### config.mk
export PLATFORM = sky130hd
export DESIGN_NAME = lse_front_flat
export DESIGN_NICKNAME = d
export VERILOG_FILES = /design/src/rtl/lse_pkg.sv /design/src/rtl/lse_ifs.sv /design/src/rtl/lse_front.sv /design/src/flat_wrapper.sv
export SDC_FILE = /design/constraint.sdc
export NUM_CORES = 1
export LEC_CHECK = 0
export ABC_AREA = 1
export BUFFER_PORTS_ARGS = -buffer_cell sky130_fd_sc_hd__clkbuf_2
export CAP_MARGIN = 20
export CORE_ASPECT_RATIO = 0.5
export CORE_UTILIZATION = 53
export DETAILED_ROUTE_END_ITERATION = 7
export MAX_ROUTING_LAYER = met4
export PLACE_DENSITY_LB_ADDON = 0.12
export REMOVE_ABC_BUFFERS = 1
export SLEW_MARGIN = 5
export SYNTH_ARGS = -nofsm -noshare
export SYNTH_HDL_FRONTEND = slang
export SYNTH_SLANG_ARGS = --single-unit
### constraint.sdc
create_clock -name clk -period 3.5 [get_ports clk]
set_input_delay 0.35 -clock clk [delete_from_list [all_inputs] [get_ports clk]]
set_output_delay 0.35 -clock clk [all_outputs]
set_load 0.005 [all_outputs]
### src/rtl/lse_pkg.sv
package lse_pkg;

    typedef logic [1:0] status_t;

    localparam status_t ST_NORMAL  = 2'd0;
    localparam status_t ST_NAN     = 2'd1;
    localparam status_t ST_NEG_INF = 2'd2;

    // element count field of a close command, wide enough for the largest set
    localparam int CNT_W = 17;

    localparam logic signed [33:0] L2E_Q32    = 34'sd6196328019;
    localparam logic signed [33:0] LN2_HI_Q30 = 34'sd744259584;
    localparam logic signed [33:0] LN2_LO_Q30 = 34'sd1534;
    localparam logic signed [33:0] LN2_Q30    = 34'sd744261118;
    localparam logic signed [32:0] CLAMP_Q16  = -33'sd45875200;
    localparam logic signed [33:0] Q30_ONE    = 34'sd1073741824;
    localparam logic signed [33:0] T_INIT     = 34'sd119304647;
    localparam logic [47:0]        SUM_MAX    = 48'hFFFF_FFFF_FFFF;

    typedef struct packed {
        logic signed [31:0] max_val;
        logic [CNT_W-1:0]   count;
        status_t            status;
    } lse_cmd_t;

    // Horner coefficients 1/n! in Q30, highest order first
    function automatic logic signed [33:0] exp_coef(input logic [3:0] idx);
        logic signed [33:0] c;
        case (idx)
            4'd0:    c = 34'sd27;
            4'd1:    c = 34'sd296;
            4'd2:    c = 34'sd2959;
            4'd3:    c = 34'sd26631;
            4'd4:    c = 34'sd213044;
            4'd5:    c = 34'sd1491308;
            4'd6:    c = 34'sd8947849;
            4'd7:    c = 34'sd44739243;
            4'd8:    c = 34'sd178956971;
            4'd9:    c = 34'sd536870912;
            default: c = Q30_ONE;
        endcase
        return c;
    endfunction

    // odd series 1/7, 1/5, 1/3 and 1 in Q30, after the initial 1/9 term
    function automatic logic signed [33:0] ln_coef(input logic [3:0] idx);
        logic signed [33:0] c;
        case (idx)
            4'd1:    c = 34'sd153391689;
            4'd2:    c = 34'sd214748365;
            4'd3:    c = 34'sd357913941;
            default: c = Q30_ONE;
        endcase
        return c;
    endfunction

endpackage

### src/rtl/lse_ifs.sv
interface lse_in_if;
    logic               valid;
    logic               ready;
    logic signed [31:0] value;
    logic               is_nan;
    logic               is_neg_inf;
    logic               no_element;
    logic               last;

    modport source (output valid, value, is_nan, is_neg_inf, no_element, last, input ready);
    modport sink   (input valid, value, is_nan, is_neg_inf, no_element, last, output ready);
endinterface


### src/rtl/lse_front.sv
module lse_front import lse_pkg::*; #(
    parameter int MAX_ELEMENTS = 1024,
    localparam int AW = (MAX_ELEMENTS > 1) ? $clog2(MAX_ELEMENTS) : 1,
    localparam int CW = $clog2(MAX_ELEMENTS + 1)
) (
    input  logic            clk,
    input  logic            rst_n,
    lse_in_if.sink          in_ch,
    input  logic            back_busy,
    output logic            wr_en,
    output logic [AW-1:0]   wr_addr,
    output logic [32:0]     wr_data,
    output lse_cmd_t        cmd,
    output logic            cmd_valid,
    input  logic            cmd_take
);

    logic signed [31:0] max_reg, max_next;
    logic               fin_reg, fin_next;
    logic               nan_reg, nan_next;
    logic [CW-1:0]      cnt_reg, cnt_next;
    lse_cmd_t           cmd_reg;
    logic               cmd_valid_reg;
    logic               accept;
    logic               store;
    status_t            close_status;

    // hold off beats while a set is queued or being reduced: the store is shared
    assign in_ch.ready = !cmd_valid_reg && !back_busy;
    assign accept      = in_ch.valid && in_ch.ready;
    assign store       = accept && !in_ch.no_element && (cnt_reg < CW'(MAX_ELEMENTS));

    assign wr_en   = store;
    assign wr_addr = cnt_reg[AW-1:0];
    assign wr_data = {in_ch.is_nan || in_ch.is_neg_inf, in_ch.value};

    always_comb
    begin
        max_next = max_reg;
        fin_next = fin_reg;
        nan_next = nan_reg;
        cnt_next = cnt_reg;
        if (store)
        begin
            cnt_next = cnt_reg + 1'b1;
            if (in_ch.is_nan)
            begin
                nan_next = 1'b1;
            end
            else if (!in_ch.is_neg_inf && (!fin_reg || in_ch.value > max_reg))
            begin
                max_next = in_ch.value;
                fin_next = 1'b1;
            end
        end
        if (nan_next)
        begin
            close_status = ST_NAN;
        end
        else if (!fin_next)
        begin
            close_status = ST_NEG_INF;
        end
        else
        begin
            close_status = ST_NORMAL;
        end
    end

    always_ff @(posedge clk or negedge rst_n)
    begin
        if (!rst_n)
        begin
            max_reg       <= 32'sh8000_0000;
            fin_reg       <= 1'b0;
            nan_reg       <= 1'b0;
            cnt_reg       <= '0;
            cmd_valid_reg <= 1'b0;
        end
        else
        begin
            if (cmd_take)
            begin
                cmd_valid_reg <= 1'b0;
            end
            if (accept && in_ch.last)
            begin
                cmd_valid_reg <= 1'b1;
                max_reg       <= 32'sh8000_0000;
                fin_reg       <= 1'b0;
                nan_reg       <= 1'b0;
                cnt_reg       <= '0;
            end
            else
            begin
                max_reg <= max_next;
                fin_reg <= fin_next;
                nan_reg <= nan_next;
                cnt_reg <= cnt_next;
            end
        end
    end

    always_ff @(posedge clk)
    begin
        if (accept && in_ch.last)
        begin
            cmd_reg.max_val <= max_next;
            cmd_reg.count   <= CNT_W'(cnt_next);
            cmd_reg.status  <= close_status;
        end
    end

    assign cmd       = cmd_reg;
    assign cmd_valid = cmd_valid_reg;

endmodule

### src/flat_wrapper.sv
// flat-port wrapper written by rule: the top's interface ports become plain ports
module lse_front_flat import lse_pkg::*;
#(
    parameter int MAX_ELEMENTS = 1024,
    localparam int AW = (MAX_ELEMENTS > 1) ? $clog2(MAX_ELEMENTS) : 1,
    localparam int CW = $clog2(MAX_ELEMENTS + 1)
)
  (clk, rst_n, back_busy, wr_en, wr_addr, wr_data, cmd, cmd_valid, cmd_take, in_ch_valid, in_ch_value, in_ch_is_nan, in_ch_is_neg_inf, in_ch_no_element, in_ch_last, in_ch_ready);
  lse_in_if in_ch_i ();
  input  logic clk;
  input  logic rst_n;
  input  logic back_busy;
  output logic wr_en;
  output logic [AW-1:0] wr_addr;
  output logic [32:0] wr_data;
  output lse_cmd_t cmd;
  output logic cmd_valid;
  input  logic cmd_take;
  input wire logic [$bits(in_ch_i.valid)-1:0] in_ch_valid;
  input wire logic [$bits(in_ch_i.value)-1:0] in_ch_value;
  input wire logic [$bits(in_ch_i.is_nan)-1:0] in_ch_is_nan;
  input wire logic [$bits(in_ch_i.is_neg_inf)-1:0] in_ch_is_neg_inf;
  input wire logic [$bits(in_ch_i.no_element)-1:0] in_ch_no_element;
  input wire logic [$bits(in_ch_i.last)-1:0] in_ch_last;
  output wire logic [$bits(in_ch_i.ready)-1:0] in_ch_ready;
  assign in_ch_i.valid = in_ch_valid;
  assign in_ch_i.value = in_ch_value;
  assign in_ch_i.is_nan = in_ch_is_nan;
  assign in_ch_i.is_neg_inf = in_ch_is_neg_inf;
  assign in_ch_i.no_element = in_ch_no_element;
  assign in_ch_i.last = in_ch_last;
  assign in_ch_ready = in_ch_i.ready;
  lse_front #(.MAX_ELEMENTS(MAX_ELEMENTS)) u_core (.clk(clk), .rst_n(rst_n), .in_ch(in_ch_i), .back_busy(back_busy), .wr_en(wr_en), .wr_addr(wr_addr), .wr_data(wr_data), .cmd(cmd), .cmd_valid(cmd_valid), .cmd_take(cmd_take));
endmodule
=== Word level (Yosys, flattened, before mapping) ===
Cells that the tools add are included.

* Add/sub/neg operators: 1
* Magnitude comparators: 2
* Mux-type cells: 16
* Reduce and logical (&&, ||, !) cells: 14

{| class="wikitable"
|+ Operator list
! kind !! number
|-
| 32-bit 2-to-1 mux || 4
|-
| 32-bit greater-than comparator || 1
|-
| 11-bit 2-to-1 mux || 2
|-
| 11-bit by 1-bit adder with 11-bit output (second input constant) || 1
|-
| 11-bit less-than comparator (second input constant) || 1
|-
| 1-bit 2-to-1 mux || 9
|-
| 1-bit logical AND || 6
|-
| 1-bit logical NOT || 5
|-
| 1-bit logical OR || 2
|-
| 2-bit 2-to-1 mux || 1
|-
| 2-bit nonzero test || 1
|}

* Register bits: 91
* Input port bits: 41
* Output and inout port bits: 97
* Word-level logic and storage cells: 41

=== Longest topological paths before layout ===
* Depth in word-level cells: 7
* Gate-level depth with buffers: 21
* Gate-level depth less buffers: 20

=== Worst setup path before layout ===
No wires, ideal clock.

* Path type: register to register
* Start: register u_core.cmd_valid_reg (netlist: u_core.cmd_valid)
* End: register u_core.cmd_reg (netlist bit u_core.cmd[0]), enable pin
* Setup time: 0.427 ns
* Data arrival time: 2.246 ns
* Data required time: 3.073 ns
* Setup slack: 0.827 ns
* Stages on the path, launching flop included: 5
* Buffers on the path: 1
* Period minus slack after synthesis: 2.673 ns
* Cells stage by stage: dfrtp_1 nor2_2 nand3_1 clkinv_1 clkbuf_1

* Word-level cells in the longest chain between the ends: 4

{| class="wikitable"
|+ RTL lines
! what !! RTL line !! text
|-
| start: declaration || lse_front.sv:23 || <nowiki>logic cmd_valid_reg;</nowiki>
|-
| start signal: assignment || lse_front.sv:78 || <nowiki>cmd_valid_reg <= 1'b0;</nowiki>
|-
| start signal: assignment || lse_front.sv:84 || <nowiki>cmd_valid_reg <= 1'b0;</nowiki>
|-
| start signal: assignment || lse_front.sv:88 || <nowiki>cmd_valid_reg <= 1'b1;</nowiki>
|-
| 1-bit logical NOT || lse_front.sv:29 || <nowiki>assign in_ch.ready = !cmd_valid_reg && !back_busy;</nowiki>
|-
| 1-bit logical AND || lse_front.sv:29 ||
|-
| named net in_ch_ready || flat_wrapper.sv:25 || <nowiki>output wire logic [$bits(in_ch_i.ready)-1:0] in_ch_ready;</nowiki>
|-
| 1-bit logical AND || lse_front.sv:30 || <nowiki>assign accept = in_ch.valid && in_ch.ready;</nowiki>
|-
| 1-bit logical AND || lse_front.sv:106 || <nowiki>if (accept && in_ch.last)</nowiki>
|-
| end: declaration || lse_front.sv:22 || <nowiki>lse_cmd_t cmd_reg;</nowiki>
|}

The timed path passes the listed nets, and every way through them passes these cells.
A chain may end at the register's enable or synchronous reset.

=== Final worst setup path ===
* Start: register u_core.max_reg[31]
* End: register u_core.cmd_reg (netlist bit u_core.cmd[47]) (data pin)

* Word-level cells in the longest chain between the ends: 6

{| class="wikitable"
|+ RTL lines
! what !! RTL line !! text
|-
| start: declaration || lse_front.sv:18 || <nowiki>logic signed [31:0] max_reg, max_next;</nowiki>
|-
| start signal: assignment || lse_front.sv:96 || <nowiki>max_reg <= max_next;</nowiki>
|-
| 32-bit greater-than comparator || lse_front.sv:50 || <nowiki>else if (!in_ch.is_neg_inf && (!fin_reg || in_ch.value > max_reg))</nowiki>
|-
| 1-bit logical OR || lse_front.sv:50 ||
|-
| 1-bit logical AND || lse_front.sv:50 ||
|-
| 32-bit 2-to-1 mux || lse_front.sv:50 ||
|-
| 32-bit 2-to-1 mux || lse_front.sv:46 || <nowiki>if (in_ch.is_nan)</nowiki>
|-
| 32-bit 2-to-1 mux || lse_front.sv:43 || <nowiki>if (store)</nowiki>
|-
| named net u_core.max_next[28] || lse_front.sv:18 ||
|}

The timed path passes the listed nets, and every way through them passes these cells.

==> results.sh <==
export IMPL_viasPerCell=4.71
export IMPL_worstPathCellList="inv_1, ha_1, nand2_1, nor2_2, nand2_1, nor4_2, nand2_1, nand2_1, nand2_1, nand3_2, nand2_4, nand2_4, nand2_1, nand2_1, inv_1"
export IMPL_async_reset_ff_frac=0.505
export IMPL_antenna_cells=0
export IMPL_fin_hold_ws_ns=-0.00161
export IMPL_yosys_top_cells_count="119 x inv_1, 108 x nand2_1, 54 x nor2_1"
export IMPL_yosys_top_cells_area="edfxtp_1 27%, dfrtp_1 23%, inv_1 8.9%, ha_1 8.3%, nand2_1 8.1%"
export IMPL_status="finished, violations left"
export IMPL_drtPass1Iterations=4
export IMPL_start_util=0.561
export IMPL_cts_setup_buffers=0
export IMPL_routedWlPerCell_um=12.3
export IMPL_routed_wl_um=9520
export IMPL_powerDensity_nw_per_um2=503
export IMPL_grt_pass1_vias=3351
export IMPL_arrival_ns=2.99
export IMPL_timing_slew_headroom=0.604
export IMPL_io_pins=138
export IMPL_dieWidth_um=139
export IMPL_insertion_delay_ns=0.35
export IMPL_clkTransAtPathRegs_ns=0.06
export IMPL_slew_viol_final=0
export IMPL_ys_flop_type="edfxtp_1"
export IMPL_critPathSlowestCell="dfstp_2"
export IMPL_dieArea_um2=9850
export IMPL_hold_violations=1
export IMPL_syn_area_um2=5000
export IMPL_skew_ns=0.00771
export IMPL_fin_cells=775
export IMPL_period_share=0.825
export IMPL_nets=727
export IMPL_multi_input_area_um2=1620
export IMPL_cts_hold_buf=0
export IMPL_cts_resized=0
export IMPL_antenna_found_initial=0
export IMPL_yosysMostFrequentCell="inv_1"
export IMPL_crit_fanout=33
export IMPL_track_usage=0.212
export IMPL_drc=0
export IMPL_irDropWorstVdd_v=0.000279
export IMPL_dieHeight_um=70.7
export IMPL_gp_congestion=0.868
export IMPL_fp_coreArea_um2=8920
export IMPL_largest_reg_flops=45
export IMPL_syn_inst=562
export IMPL_seqCellArea_um2=2500
export IMPL_grt_max_degree=34
export IMPL_area_delta_synth_final_pct=14.1
export IMPL_port_buffers=131
export IMPL_place_inst=759
export IMPL_synth_top_area_frac=0.270
export IMPL_vias=3651
export IMPL_max_freq_mhz=346
export IMPL_synth_avg_cell_area_um2=8.90
export IMPL_drive_gt1_frac=0.255
export IMPL_min_period_ns=2.89
export IMPL_critical_path_max_stage_delay_ns=0.53
export IMPL_postRouteAntennaNets=0
export IMPL_htreeDepth=3
export IMPL_yosysTopAreaCell="edfxtp_1"
export IMPL_synth_distinct_cells=36
export IMPL_leakage_nw=3.25
export IMPL_yosysSeqAreaShare=0.501
export IMPL_required_ns=3.60
export IMPL_synth_edf_count=45
export IMPL_rows=24
export IMPL_yosys_warnings=0
export IMPL_cts_tree="done"
export IMPL_fillers=790
export IMPL_setup_viol=0
export IMPL_gr_total_overflow=0
export IMPL_tns_ns=0
export IMPL_failed_checks="negative hold slack"
export IMPL_numCtsBuffers=9
export IMPL_cts_sinks=91
export IMPL_ys_ff_latch=91
export IMPL_worstMarginPinSlew_ns=0.594
export IMPL_rsz0062_at_grt="no"
export IMPL_cp_common_cell="nand2_1"
export IMPL_cp_start_kind="flop"
export IMPL_drt_iter0_drc=145
export IMPL_dpl_hpwl_um=6700
export IMPL_setup_worst_path_class="reg -> reg"
export IMPL_cts_max_path_buffers=2
export IMPL_grt_pass1_wl_um=15500
export IMPL_worst_hold_path_type="in -> async"
export IMPL_cts_root_buf="clkbuf_16"
export IMPL_end_kind="flop"
export IMPL_maxCapViolCount=0
[critical path: cells and delay by family (launching register included)]
family	cells	cell delay [ns]
adder cells (fa/ha/maj)	1	0.32
buffers and inverters	2	0.09
AND/OR/NAND/NOR	12	1.70
flip-flops	1	0.53
[stage by stage]
step	setup WS [ns]	area (um^2)	util	total power [mW]
floorplan	0.711	4580	-	1.73
global placement	0.743	5420	0.608	1.92
detailed placement	0.614	5420	0.608	1.94
CTS	0.611	5710	0.640	2.90
global route	0.308	5710	0.640	3.05
finish	0.612	5710	0.640	2.87
[power breakdown]
group,switching [mW],internal (mW)
combinational,0.378,0.236
sequential,0.0470,1.26
clock,0.397,0.550
[placed cells by master, fill, tap and decap left out, types with 2 or more instances in the layout]
cell type / instances
edfxtp_1: 45
nand2_1: 108
dfrtp_1: 45
nor3_1: 3
conb_1: 6
o21a_1: 2
a21oi_1: 17
nand3_2: 2
xor2_1: 5
a21o_1: 2
clkbuf_16: 9
clkinvlp_4: 2
or2_2: 3
nand2_4: 2
ha_1: 33
clkbuf_1: 2
inv_2: 2
nand4_1: 3
nand3_1: 38
nor2_1: 54
buf_4: 5
inv_1: 119
clkbuf_2: 131
nor2_2: 3
o21ai_0: 3
[logic make-up after synthesis]
kind of cell,synth area share
XOR/XNOR,0.0105
AO/OA/AOI/OAI,0.0325
AND/OR/NAND/NOR,0.194
flip-flops,0.501
adder cells (fa/ha/maj),0.0826
other,0.000750
buffers and inverters,0.179
[layout make-up]
type | instances | share of cell area
Timing Repair Buffer | 136 | 0.121
Sequential cell | 91 | 0.439
Inverter | 121 | 0.0796
Multi-Input combinational cell | 294 | 0.284
Clock buffer | 11 | 0.0408
Clock inverter | 5 | 0.00943
Tap cell | 117 | 0.0257
[final timing paths]
kind / from / to / slack, ns / cells past startpoint
max: u_core.max_reg[31] / u_core.cmd[47] / 0.61 / 15
min: rst_n / u_core.cnt_reg[7] / -0.002 / 1
max reg2reg: u_core.max_reg[31] / u_core.cmd[47] / 0.61 / 15
min reg2reg: u_core.nan_reg / u_core.nan_reg / 0.48 / 2
max in group asynchronous: rst_n / u_core.max_reg[31] / 2.64 / 2
min in group clk: cmd_take / u_core.cmd_valid / 0.17 / 2
[routing by layer]
metal	routed length [um]	GRT usage
met5	0	-
met4	90	0.0741
met3	548	0.0535
met2	4320	0.333
met1	4570	0.270
Note: power is estimated with default switching activity, not from simulation.
