**config.mk**
```make
export PLATFORM = sky130hd
export DESIGN_NAME = lse_back_flat
export DESIGN_NICKNAME = d
export VERILOG_FILES = /design/src/rtl/lse_pkg.sv /design/src/rtl/lse_ifs.sv /design/src/rtl/lse_back.sv /design/src/flat_wrapper.sv
export SDC_FILE = /design/constraint.sdc
export NUM_CORES = 2
export LEC_CHECK = 0
export BUFFER_PORTS_ARGS = -buffer_cell sky130_fd_sc_hd__buf_2
export CAP_MARGIN = 10
export CORE_ASPECT_RATIO = 1.75
export CORE_MARGIN = 4
export CORE_UTILIZATION = 40
export DETAILED_ROUTE_END_ITERATION = 10
export GPL_TIMING_DRIVEN = 1
export PLACE_DENSITY_LB_ADDON = 0.2
export SLEW_MARGIN = 5
export SYNTH_ARGS = -nofsm -noshare
export SYNTH_HDL_FRONTEND = slang
export SYNTH_SLANG_ARGS = --single-unit
```
**constraint.sdc**
```tcl
create_clock -name clk -period 18.3 [get_ports clk]
set_input_delay 4.575 -clock clk [delete_from_list [all_inputs] [get_ports clk]]
set_output_delay 4.575 -clock clk [all_outputs]
set_load 0.02 [all_outputs]
```
**src/rtl/lse_pkg.sv**
```systemverilog
package lse_pkg;

    typedef logic [1:0] status_t;

    localparam status_t ST_NORMAL  = 2'd0;
    localparam status_t ST_NAN     = 2'd1;
    localparam status_t ST_NEG_INF = 2'd2;

    // element count field of a close command, wide enough for the largest set
    localparam int CNT_W = 17;

    localparam logic signed [33:0] L2E_Q32    = 34'sd6196328019;
    localparam logic signed [33:0] LN2_HI_Q30 = 34'sd744259584;
    localparam logic signed [33:0] LN2_LO_Q30 = 34'sd1534;
    localparam logic signed [33:0] LN2_Q30    = 34'sd744261118;
    localparam logic signed [32:0] CLAMP_Q16  = -33'sd45875200;
    localparam logic signed [33:0] Q30_ONE    = 34'sd1073741824;
    localparam logic signed [33:0] T_INIT     = 34'sd119304647;
    localparam logic [47:0]        SUM_MAX    = 48'hFFFF_FFFF_FFFF;

    typedef struct packed {
        logic signed [31:0] max_val;
        logic [CNT_W-1:0]   count;
        status_t            status;
    } lse_cmd_t;

    // Horner coefficients 1/n! in Q30, highest order first
    function automatic logic signed [33:0] exp_coef(input logic [3:0] idx);
        logic signed [33:0] c;
        case (idx)
            4'd0:    c = 34'sd27;
            4'd1:    c = 34'sd296;
            4'd2:    c = 34'sd2959;
            4'd3:    c = 34'sd26631;
            4'd4:    c = 34'sd213044;
            4'd5:    c = 34'sd1491308;
            4'd6:    c = 34'sd8947849;
            4'd7:    c = 34'sd44739243;
            4'd8:    c = 34'sd178956971;
            4'd9:    c = 34'sd536870912;
            default: c = Q30_ONE;
        endcase
        return c;
    endfunction

    // odd series 1/7, 1/5, 1/3 and 1 in Q30, after the initial 1/9 term
    function automatic logic signed [33:0] ln_coef(input logic [3:0] idx);
        logic signed [33:0] c;
        case (idx)
            4'd1:    c = 34'sd153391689;
            4'd2:    c = 34'sd214748365;
            4'd3:    c = 34'sd357913941;
            default: c = Q30_ONE;
        endcase
        return c;
    endfunction

endpackage

```
**src/rtl/lse_ifs.sv**
```systemverilog


interface lse_out_if;
    logic               valid;
    logic               ready;
    logic signed [31:0] result;
    logic [1:0]         status;

    modport source (output valid, result, status, input ready);
    modport sink   (input valid, result, status, output ready);
endinterface

```
**src/rtl/lse_back.sv**
```systemverilog
module lse_back import lse_pkg::*; #(
    parameter int MAX_ELEMENTS = 1024,
    localparam int AW = (MAX_ELEMENTS > 1) ? $clog2(MAX_ELEMENTS) : 1,
    localparam int CW = $clog2(MAX_ELEMENTS + 1)
) (
    input  logic          clk,
    input  logic          rst_n,
    input  lse_cmd_t      cmd,
    input  logic          cmd_valid,
    output logic          cmd_take,
    output logic          busy,
    output logic          rd_en,
    output logic [AW-1:0] rd_addr,
    input  logic [32:0]   rd_data,
    lse_out_if.source     out_ch
);

    localparam logic [4:0] S_IDLE = 5'd0;
    localparam logic [4:0] S_RD   = 5'd1;
    localparam logic [4:0] S_RDW  = 5'd2;
    localparam logic [4:0] S_KM   = 5'd3;
    localparam logic [4:0] S_K    = 5'd4;
    localparam logic [4:0] S_HM   = 5'd5;
    localparam logic [4:0] S_H    = 5'd6;
    localparam logic [4:0] S_LM   = 5'd7;
    localparam logic [4:0] S_L    = 5'd8;
    localparam logic [4:0] S_PM   = 5'd9;
    localparam logic [4:0] S_P    = 5'd10;
    localparam logic [4:0] S_SH   = 5'd11;
    localparam logic [4:0] S_LN0  = 5'd12;
    localparam logic [4:0] S_NORM = 5'd13;
    localparam logic [4:0] S_DIV  = 5'd14;
    localparam logic [4:0] S_U2M  = 5'd15;
    localparam logic [4:0] S_U2   = 5'd16;
    localparam logic [4:0] S_TM   = 5'd17;
    localparam logic [4:0] S_T    = 5'd18;
    localparam logic [4:0] S_UTM  = 5'd19;
    localparam logic [4:0] S_UT   = 5'd20;
    localparam logic [4:0] S_MLM  = 5'd21;
    localparam logic [4:0] S_ML   = 5'd22;
    localparam logic [4:0] S_DONE = 5'd23;

    logic [4:0]         state_reg;
    logic signed [31:0] max_reg;
    logic [CW-1:0]      cnt_reg;
    logic [CW-1:0]      idx_reg;
    logic signed [33:0] d_reg;
    logic signed [11:0] k_reg;
    logic signed [41:0] r_reg;
    logic signed [33:0] p_reg;
    logic [3:0]         i_reg;
    logic [47:0]        sum_reg;
    logic [47:0]        n_reg;
    logic [5:0]         m_reg;
    logic [33:0]        rem_reg;
    logic [31:0]        div_reg;
    logic [29:0]        u_reg;
    logic [4:0]         step_reg;
    logic signed [33:0] u2_reg;
    logic signed [33:0] t_reg;
    logic signed [33:0] w_reg;
    logic signed [67:0] prod_reg;
    logic signed [31:0] res_reg;
    status_t            st_reg;
    logic               out_valid_reg;
    logic signed [31:0] out_result_reg;
    status_t            out_status_reg;

    logic signed [33:0] mul_a, mul_b;
    logic signed [67:0] prod_rnd;
    logic signed [33:0] rnd30;
    logic               last_idx;
    logic signed [32:0] diff;
    logic [11:0]        s_val;
    logic [63:0]        half;
    logic [63:0]        e_val;
    logic [48:0]        sum_wide;
    logic [33:0]        rem_sh;
    logic [30:0]        mant;
    logic signed [39:0] ln_val;
    logic signed [39:0] ln_rnd;
    logic signed [33:0] total;
    logic               load_out;

    assign busy     = (state_reg != S_IDLE);
    assign cmd_take = (state_reg == S_IDLE) && cmd_valid;
    assign rd_en    = (state_reg == S_RD);
    assign rd_addr  = idx_reg[AW-1:0];
    assign last_idx = (idx_reg + 1'b1) == cnt_reg;
    assign load_out = (state_reg == S_DONE) && (!out_valid_reg || out_ch.ready);

    // round a Q30 product to nearest, ties up
    assign prod_rnd = (prod_reg + 68'sd536870912) >>> 30;
    assign rnd30    = prod_rnd[33:0];

    always_comb
    begin
        mul_a = '0;
        mul_b = '0;
        case (state_reg)
            S_KM:
            begin
                mul_a = d_reg;
                mul_b = L2E_Q32;
            end
            S_HM:
            begin
                mul_a = 34'(k_reg);
                mul_b = LN2_HI_Q30;
            end
            S_LM:
            begin
                mul_a = 34'(k_reg);
                mul_b = LN2_LO_Q30;
            end
            S_PM:
            begin
                mul_a = p_reg;
                mul_b = r_reg[33:0];
            end
            S_U2M:
            begin
                mul_a = $signed({4'b0, u_reg});
                mul_b = $signed({4'b0, u_reg});
            end
            S_TM:
            begin
                mul_a = t_reg;
                mul_b = u2_reg;
            end
            S_UTM:
            begin
                mul_a = $signed({4'b0, u_reg});
                mul_b = t_reg;
            end
            S_MLM:
            begin
                mul_a = $signed({28'b0, m_reg}) - 34'sd30;
                mul_b = LN2_Q30;
            end
            default:
            begin
                mul_a = '0;
                mul_b = '0;
            end
        endcase
    end

    always_comb
    begin
        diff = $signed({rd_data[31], rd_data[31:0]}) - $signed({max_reg[31], max_reg});
        if (diff < CLAMP_Q16)
        begin
            diff = CLAMP_Q16;
        end
        else if (diff > 33'sd0)
        begin
            diff = '0;
        end

        s_val = 12'(-k_reg);
        half  = (s_val == 12'd0) ? 64'd0 : (64'd1 << (s_val[5:0] - 6'd1));
        if (p_reg <= 34'sd0 || s_val >= 12'd62)
        begin
            e_val = '0;
        end
        else
        begin
            e_val = ({30'b0, p_reg} + half) >> s_val[5:0];
        end
        sum_wide = {1'b0, sum_reg} + e_val[48:0];

        rem_sh = {rem_reg[32:0], 1'b0};
        mant   = n_reg[47:17];

        ln_val = 40'(prod_reg) + 40'(w_reg) + 40'(w_reg);
        ln_rnd = (ln_val + 40'sd8192) >>> 14;
        total  = 34'(max_reg) + 34'(ln_rnd);
    end

    always_ff @(posedge clk)
    begin
        prod_reg <= mul_a * mul_b;
        case (state_reg)
            S_IDLE:
            begin
                max_reg <= cmd.max_val;
                cnt_reg <= cmd.count[CW-1:0];
                idx_reg <= '0;
                sum_reg <= '0;
                st_reg  <= cmd.status;
                res_reg <= '0;
            end
            S_RDW:
            begin
                d_reg <= 34'(diff);
                if (rd_data[32])
                begin
                    idx_reg <= idx_reg + 1'b1;
                end
            end
            S_K:
            begin
                k_reg <= 12'((prod_reg + 68'sh8000_0000_0000) >>> 48);
                r_reg <= 42'(d_reg) <<< 14;
            end
            S_H:
            begin
                r_reg <= r_reg - prod_reg[41:0];
            end
            S_L:
            begin
                r_reg <= r_reg - prod_reg[41:0];
                p_reg <= exp_coef(4'd0);
                i_reg <= 4'd1;
            end
            S_P:
            begin
                p_reg <= rnd30 + exp_coef(i_reg);
                i_reg <= i_reg + 4'd1;
            end
            S_SH:
            begin
                sum_reg <= sum_wide[48] ? SUM_MAX : sum_wide[47:0];
                idx_reg <= idx_reg + 1'b1;
            end
            S_LN0:
            begin
                n_reg <= sum_reg;
                m_reg <= 6'd47;
                if (sum_reg == '0)
                begin
                    st_reg <= ST_NEG_INF;
                end
            end
            S_NORM:
            begin
                if (!n_reg[47])
                begin
                    n_reg <= {n_reg[46:0], 1'b0};
                    m_reg <= m_reg - 6'd1;
                end
                rem_reg  <= {3'b0, mant} - 34'd1073741824;
                div_reg  <= {1'b0, mant} + 32'd1073741824;
                step_reg <= '0;
            end
            S_DIV:
            begin
                if (rem_sh >= {2'b0, div_reg})
                begin
                    rem_reg <= rem_sh - {2'b0, div_reg};
                    u_reg   <= {u_reg[28:0], 1'b1};
                end
                else
                begin
                    rem_reg <= rem_sh;
                    u_reg   <= {u_reg[28:0], 1'b0};
                end
                step_reg <= step_reg + 5'd1;
            end
            S_U2:
            begin
                u2_reg <= rnd30;
                t_reg  <= T_INIT;
                i_reg  <= 4'd1;
            end
            S_T:
            begin
                t_reg <= rnd30 + ln_coef(i_reg);
                i_reg <= i_reg + 4'd1;
            end
            S_UT:
            begin
                w_reg <= rnd30;
            end
            S_ML:
            begin
                if (total > 34'sd2147483647)
                begin
                    res_reg <= 32'sh7FFF_FFFF;
                end
                else if (total < -34'sd2147483648)
                begin
                    res_reg <= 32'sh8000_0000;
                end
                else
                begin
                    res_reg <= total[31:0];
                end
            end
            default:
            begin
            end
        endcase
        if (load_out)
        begin
            out_result_reg <= (st_reg == ST_NORMAL) ? res_reg : 32'sd0;
            out_status_reg <= st_reg;
        end
    end

    always_ff @(posedge clk or negedge rst_n)
    begin
        if (!rst_n)
        begin
            state_reg     <= S_IDLE;
            out_valid_reg <= 1'b0;
        end
        else
        begin
            if (load_out)
            begin
                out_valid_reg <= 1'b1;
            end
            else if (out_ch.ready)
            begin
                out_valid_reg <= 1'b0;
            end
            unique case (state_reg)
                S_IDLE:
                begin
                    if (cmd_valid)
                    begin
                        state_reg <= (cmd.status == ST_NORMAL) ? S_RD : S_DONE;
                    end
                end
                S_RD:   state_reg <= S_RDW;
                S_RDW:
                begin
                    if (rd_data[32])
                    begin
                        state_reg <= last_idx ? S_LN0 : S_RD;
                    end
                    else
                    begin
                        state_reg <= S_KM;
                    end
                end
                S_KM:   state_reg <= S_K;
                S_K:    state_reg <= S_HM;
                S_HM:   state_reg <= S_H;
                S_H:    state_reg <= S_LM;
                S_LM:   state_reg <= S_L;
                S_L:    state_reg <= S_PM;
                S_PM:   state_reg <= S_P;
                S_P:    state_reg <= (i_reg == 4'd11) ? S_SH : S_PM;
                S_SH:   state_reg <= last_idx ? S_LN0 : S_RD;
                S_LN0:  state_reg <= (sum_reg == '0) ? S_DONE : S_NORM;
                S_NORM: state_reg <= n_reg[47] ? S_DIV : S_NORM;
                S_DIV:  state_reg <= (step_reg == 5'd29) ? S_U2M : S_DIV;
                S_U2M:  state_reg <= S_U2;
                S_U2:   state_reg <= S_TM;
                S_TM:   state_reg <= S_T;
                S_T:    state_reg <= (i_reg == 4'd4) ? S_UTM : S_TM;
                S_UTM:  state_reg <= S_UT;
                S_UT:   state_reg <= S_MLM;
                S_MLM:  state_reg <= S_ML;
                S_ML:   state_reg <= S_DONE;
                S_DONE: state_reg <= load_out ? S_IDLE : S_DONE;
                default: state_reg <= S_IDLE;
            endcase
        end
    end

    assign out_ch.valid  = out_valid_reg;
    assign out_ch.result = out_result_reg;
    assign out_ch.status = out_status_reg;

endmodule

```
**src/flat_wrapper.sv**
```systemverilog
// flat-port wrapper written by rule: the top's interface ports become plain ports
module lse_back_flat import lse_pkg::*;
#(
    parameter int MAX_ELEMENTS = 1024,
    localparam int AW = (MAX_ELEMENTS > 1) ? $clog2(MAX_ELEMENTS) : 1,
    localparam int CW = $clog2(MAX_ELEMENTS + 1)
)
  (clk, rst_n, cmd, cmd_valid, cmd_take, busy, rd_en, rd_addr, rd_data, out_ch_valid, out_ch_result, out_ch_status, out_ch_ready);
  lse_out_if out_ch_i ();
  input  logic clk;
  input  logic rst_n;
  input  lse_cmd_t cmd;
  input  logic cmd_valid;
  output logic cmd_take;
  output logic busy;
  output logic rd_en;
  output logic [AW-1:0] rd_addr;
  input  logic [32:0] rd_data;
  output wire logic [$bits(out_ch_i.valid)-1:0] out_ch_valid;
  output wire logic [$bits(out_ch_i.result)-1:0] out_ch_result;
  output wire logic [$bits(out_ch_i.status)-1:0] out_ch_status;
  input wire logic [$bits(out_ch_i.ready)-1:0] out_ch_ready;
  assign out_ch_valid = out_ch_i.valid;
  assign out_ch_result = out_ch_i.result;
  assign out_ch_status = out_ch_i.status;
  assign out_ch_i.ready = out_ch_ready;
  lse_back #(.MAX_ELEMENTS(MAX_ELEMENTS)) u_core (.clk(clk), .rst_n(rst_n), .cmd(cmd), .cmd_valid(cmd_valid), .cmd_take(cmd_take), .busy(busy), .rd_en(rd_en), .rd_addr(rd_addr), .rd_data(rd_data), .out_ch(out_ch_i));
endmodule
```
== Word-level counts from Yosys, hierarchy flattened ==
Memory sizes are Yosys's and may differ from the RTL's. A register that Yosys moved wholly into a read port is not among the register bits.
Index checks and enable logic that the tools add are counted.

* Memories: 1
* Flip-flop bits (word level): 621
* Memory bits (read-only): 400
* Output and inout bits: 48
* Input bits: 88

* Equal/unequal tests: 34
* Multipliers: 1
* Shifts and indexed selects: 2
* Muxes and demuxes: 44
* Add/sub/neg operators: 22
* Magnitude comparators: 7
* Reduce and logical (&&, ||, !) cells: 31

{| class="wikitable"
|+ Memories
! name !! words !! width !! rd ports !! clocked after Yosys merged registers in !! write ports !! RTL line !! RTL
|-
| (no name shown) || 16 || 25 || 1 || 1 || 0 || lse_pkg.sv:30 || <nowiki>case (idx)</nowiki>
|}

{| class="wikitable"
|+ Operator list
! operator !! number
|-
| 34-bit one-hot mux with 8 select lines || 1
|-
| 34-bit one-hot mux with 6 select lines || 1
|-
| 48-bit one-hot mux with 2 select lines || 2
|-
| 34-bit one-hot mux with 2 select lines || 2
|-
| 5-bit one-hot mux with 24 select lines || 1
|-
| 33-bit 2-to-1 mux || 3
|-
| 48-bit 2-to-1 mux || 2
|-
| 31-bit one-hot mux with 3 select lines || 1
|-
| 42-bit one-hot mux with 2 select lines || 1
|-
| 40-bit by 34-bit adder with 40-bit output || 2
|-
| 34-bit adder || 2
|-
| 34-bit 2-to-1 mux || 2
|-
| 33-bit one-hot mux with 2 select lines || 1
|-
| 34-bit by 64-bit adder with 64-bit output || 1
|-
| 64-bit by 31-bit adder with 64-bit output (second input constant) || 1
|-
| 34-bit by 34-bit multiplier with 64-bit output || 1
|-
| 32-bit 2-to-1 mux || 2
|-
| 64-bit 2-to-1 mux || 1
|-
| 32-bit one-hot mux with 2 select lines || 1
|-
| 1-bit by 6-bit << shifter with 64-bit output (first input constant) || 1
|-
| 64-bit by 6-bit >> shifter with 49-bit output || 1
|-
| 60-bit by 49-bit adder with 60-bit output (second input constant) || 1
|-
| 48-bit by 49-bit adder with 49-bit output || 1
|-
| 49-bit 2-to-1 mux || 1
|-
| 55 further kinds || 108
|}

== Logic depth before layout (Yosys ltp) ==
* Word-level depth: 10
* Mapped depth: 47

== Worst setup path before layout ==
Ideal clock, no wire load.

* Kind: register to register
* From: reg u_core.k_reg[0]
* To: reg u_core.sum_reg[17], data pin
* Setup slack: 8003 ps
* Buffers on the path: 9
* Arrival: 10027 ps
* Stages on the path, launching flop included: 44
* Path through: edfxtp_1 -> clkbuf_1 -> inv_1 -> clkbuf_1 -> buf_1 -> clkbuf_1 -> ha_1 -> buf_2 -> nor3b_1 -> xor2_1 -> nand4_1 -> xnor2_1 -> buf_2 -> nor2_1 -> nand2_1 -> nor2_1 -> ha_1 -> buf_6 -> [... 8 more ...] -> mux4_2 -> o311a_1 -> a221oi_1 -> fa_1 -> nor2b_1 -> o21ai_1 -> a21boi_0 -> o41a_1 -> a31oi_1 -> o31a_1 -> o31a_1 -> o21ai_1 -> a31oi_1 -> o21ai_1 -> a311oi_1 -> buf_2 -> buf_2 -> a21oi_1

* Word-level cells in the longest chain between the ends: 10
* Elaborated cells on any way between the ends: 13
* Classes of those cells: 4 x add/sub; 1 x order compare; 2 x shift; 4 x mux; 2 x reduce/logical

{| class="wikitable"
|+ RTL lines
! element !! RTL line !! RTL
|-
| start: declaration || lse_back.sv:48 || <nowiki>logic signed [11:0] k_reg;</nowiki>
|-
| start signal: assignment || lse_back.sv:204 || <nowiki>k_reg <= 12'((prod_reg + 68'sh8000_0000_0000) >>> 48);</nowiki>
|-
| 12-bit negator (*) || lse_back.sv:161 || <nowiki>s_val = 12'(-k_reg);</nowiki>
|-
| 6-bit by 1-bit subtractor with 6-bit output || lse_back.sv:162 || <nowiki>half = (s_val == 12'd0) ? 64'd0 : (64'd1 << (s_val[5:0] - 6'd1));</nowiki>
|-
| 1-bit by 6-bit << shifter with 64-bit output || lse_back.sv:162 ||
|-
| 64-bit 2-to-1 mux || lse_back.sv:162 ||
|-
| 34-bit by 64-bit adder with 64-bit output || lse_back.sv:169 || <nowiki>e_val = ({30'b0, p_reg} + half) >> s_val[5:0];</nowiki>
|-
| 64-bit by 6-bit >> shifter with 49-bit output || lse_back.sv:169 ||
|-
| 49-bit 2-to-1 mux (*) || lse_back.sv:163 || <nowiki>if (p_reg <= 34'sd0 || s_val >= 12'd62)</nowiki>
|-
| 48-bit by 49-bit adder with 49-bit output (*) || lse_back.sv:171 || <nowiki>sum_wide = {1'b0, sum_reg} + e_val[48:0];</nowiki>
|-
| 48-bit 2-to-1 mux (*) || lse_back.sv:224 || <nowiki>sum_reg <= sum_wide[48] ? SUM_MAX : sum_wide[47:0];</nowiki>
|-
| 48-bit one-hot mux with 2 select lines (*) || lse_back.sv:184 || <nowiki>case (state_reg)</nowiki>
|-
| end signal: assignment || lse_back.sv:224 ||
|-
| end: declaration || lse_back.sv:52 || <nowiki>logic [47:0] sum_reg;</nowiki>
|}

Mark *: on every way between the ends. The rest lies on a longest branch, timed or not.
A chain may end at the register's enable or synchronous reset.

== Worst setup path after layout ==
* From: reg u_core.state_reg[4]
* To: reg u_core.prod_reg[63]

* Word-level cells in the longest chain between the ends: 4
* Elaborated cells on any way between the ends: 13
* Classes of those cells: 1 x mul; 8 x eq/ne; 2 x mux; 2 x reduce/logical

{| class="wikitable"
|+ RTL lines
! element !! RTL line !! RTL
|-
| start: declaration || lse_back.sv:43 || <nowiki>logic [4:0] state_reg;</nowiki>
|-
| start signal: assignment || lse_back.sv:324 || <nowiki>state_reg <= (cmd.status == ST_NORMAL) ? S_RD : S_DONE;</nowiki>
|-
| start signal: assignment || lse_back.sv:332 || <nowiki>state_reg <= last_idx ? S_LN0 : S_RD;</nowiki>
|-
| start signal: assignment || lse_back.sv:346 || <nowiki>S_P: state_reg <= (i_reg == 4'd11) ? S_SH : S_PM;</nowiki>
|-
| 5-bit by 4-bit == test with 1-bit output (tied with other cells) || lse_back.sv:100 || <nowiki>case (state_reg)</nowiki>
|-
| 2-bit OR reduction (no line) || - ||
|-
| 34-bit one-hot mux with 6 select lines || lse_back.sv:100 ||
|-
| 34-bit by 34-bit multiplier with 64-bit output (*) || lse_back.sv:183 || <nowiki>prod_reg <= mul_a * mul_b;</nowiki>
|-
| end signal: assignment || lse_back.sv:183 ||
|-
| end: declaration || lse_back.sv:62 || <nowiki>logic signed [67:0] prod_reg;</nowiki>
|}

Marked as above.

==> impl_results.md <==
- Status: finished, final reports clean
- Synth-to-layout area growth: 8.20%
- CTS H-tree depth: 3
- Period minus WS final: 14.04 ns
- # DRC: 0
- WP buf/inv: 9
- Chip Width: 352 microns
- Non-filler instance count after layout: 11800
- Leakage: 40.3 nW
- RSZ-0062 raised after global routing: false
- GRT overflow: 0
- DPL Wire Length: 249 mm
- Synth Cell Area: 83000 sq um
- Final wirelength: 313 mm
- CP peak stage delay: 0.93 ns
- Clk slew on worst S/H paths: 0.07 ns
- Total core area: 206000 sq um
- Hold-fix buffers, CTS: 0
- Hold depth: 0
- Starting DRT DRC Count: 4969
- Worst Tran Pin Value: 1.34 ns
- Top Ports: 136
- Slowest CP cell: a21oi_1
- Initial antenna violation count: 6
- Commonest cells after routing, fill and taps aside: inv_1 (1415), fa_1 (1199), nand2_1 (1071), nor2_1 (965), ha_1 (558)
- Largest area contributor in the synthesized netlist: fa_1
- Hold Crit Class: reg -> reg
- Pwr per Cell Area: 210 nW/um^2
- Worst path most repeated cell: fa_1
- Total power: 18.8 mW
- Ys Warns: 0
- Postcts setup bufs: 0
- Kind of cell adding the most delay to the critical path: compound AO/OA/AOI/OAI gates
- Maximum clock frequency: 71.2 MHz
- Top_reg_cell synth: edfxtp_1
- Mapped Cells: 9045
- Die Y-Extent: 610 microns
- Critical path class: reg -> reg
- CTS root buf: clkbuf_16
- Layout cell share with drive strength beyond 1: 6.69%
- Finished layout cell area: 89800 sq um
- First-pass GRT wire length: 461 mm
- Routability cong.: 0.998
- Num CTS Buffers: 72
- Placed Instance Area: 87300 sq um
- Final ANT Viol Nets: 0
- Gr usage total: 29.0%
- Average size of a mapped cell: 9.17 sq um
- Post-synthesis register bit count: 634
- Initial Util: 40.3%
- Yosys top cell area share: 28.9%
- Number of flops mapped to enable cells by yosys: 543
- Worst slew margin: 9.58%
- Buffers on Ports: 129
- Hold Vio Cnt, Final: 0
- Row count: 220
- Maxcap violations: 0
- Top post-synthesis cells by area: fa_1 (29%), edfxtp_1 (20%), ha_1 (8.4%)
- R2R depth: 39
- Setup crit end kind: flop
- Vias in the first global route: 72100
- Sink Count: 634
- CTS tree: yes
- Bufs on Longest Clock Path: 3
- Setup_tns: 0 ns
- Via/cell ratio: 5.72
- Final setup viols: 0
- CP max FO: 34
- # nets final: 10900
- CP required: 18.92 ns
- Die area: 215000 sq um
- CTS resizes: 0
- Worst path depth: 39
- Setup crit start kind: flop
- Worst clock skew: 0.0489 ns
- Routed vias: 67400
- Final max-slew violation count: 0
- Post-synth ARST share: 0.946%
- Critical Path AT: 14.67 ns
- Tcrit/Tclk final: 76.7%
- Seq/Total Area, Yosys: 21.9%
- Leading cell type in the layout, fill and taps excluded: inv_1
- Clk_lat worst skew: 0.70 ns
- Post-synthesis cell type count: 112
- Drt pass-1 iters: 7
- Wire per inst: 26.6 microns
- Largest net degree at the start of global routing: 73
- Inst Count DP: 11600
- Worst VDD drop: 0.256 mV
- Max reg flops: 64
cells by family after synthesis:
logic type               count (synthesis)  synth area share, %
other                                    1              0.00452
AO/OA/AOI/OAI                         1501                 11.9
XOR/XNOR                               418                 4.44
buffers and inverters                 1831                 8.39
flip-flops                             634                 21.9
multiplexers                            63                0.980
AND/OR/NAND/NOR                       2838                 15.0
adder cells (fa/ha/maj)               1759                 37.4
worst reg2reg max path, delay by kind of cell, from the launching register on:
| family | cells | cell delay [ns] |
|---|---|---|
| buffers and inverters | 9 | 1.32 |
| xor gates and xnor gates | 1 | 0.17 |
| AOI/OAI and AO/OA | 12 | 5.38 |
| DFF | 1 | 0.57 |
| adders and majority gates | 9 | 4.57 |
| and+or+nand+nor | 8 | 1.98 |
synthesized netlist by cell type (25+ instances only):
master and number:
and3_1 98, dfxtp_1 85, nand2b_1 72, o211ai_1 31, nand3_1 164, nor2b_1 46
and2_1 89, xnor2_1 249, a21oi_1 428, nor4_1 42, o21bai_1 51, buf_2 30
a21o_1 179, nor2_1 970, o31ai_1 25, a211oi_1 48, and4_1 26, inv_1 1416
a22oi_1 38, nand2_1 1076, a221oi_1 31, edfxtp_1 543, a31oi_1 62, o21a_1 65
nor3_1 101, mux2i_1 37, ha_1 559, a222oi_1 25, o21ai_0 276, or3_1 33
clkbuf_1 344, nand4_1 52, fa_1 1199, xor2_1 166
per-stage QoR:
step	setup WS, ns	hold WS, ns	util, %
6_report	4.26	0.480	43.6
3_5_place_dp	4.52	0.466	42.4
5_1_grt	3.94	0.494	43.6
4_1_cts	4.48	0.472	43.6
3_3_place_gp	4.59	0.456	42.4
2_1_floorplan	8.00	0.427	-
report_power, final:
| part | internal [mW] | switching, mW | total, mW |
|---|---|---|---|
| Clock | 0.872 | 0.674 | 1.55 |
| Combinational | 5.13 | 9.61 | 14.7 |
| Sequential | 2.07 | 0.456 | 2.53 |
| Total | 8.08 | 10.7 | 18.8 |
metal layers:
layer  vias to the layer above  global-route usage (%)  share of wire (%)
met4                         2                    27.3                 12
met2                      2754                    51.4                 50
met1                     33800                    28.8                 32
li1                      29600                       -                  -
met5                         -                       0             0.0032
met3                      1224                    4.55                5.8
final cells by class:
cell class | count | area (sq um)
Timing Repair Buffer | 329 | 2150
Fill cell | 20200 | 116000
Tap cell | 2664 | 3330
Sequential cell | 634 | 18200
Inverter | 1420 | 5330
Multi-Input combinational cell | 6588 | 58300
Antenna cell | 8 | 20.0
Clock inverter | 48 | 596
Clock buffer | 85 | 1870
path summary, 6_finish.rpt:
path                                     start                  end  slack, ns
setup / recovery           u_core.state_reg[4]  u_core.prod_reg[63]       4.26
hold / removal                u_core.n_reg[27]   u_core.div_reg[10]       0.48
setup reg to reg           u_core.state_reg[4]  u_core.prod_reg[63]       4.26
hold reg to reg               u_core.n_reg[27]   u_core.div_reg[10]       0.48
max in group asynchronous                rst_n  u_core.out_ch.valid      14.41
min in group asynchronous                rst_n  u_core.state_reg[1]       3.72
Note: power is estimated with default switching activity, not from simulation.
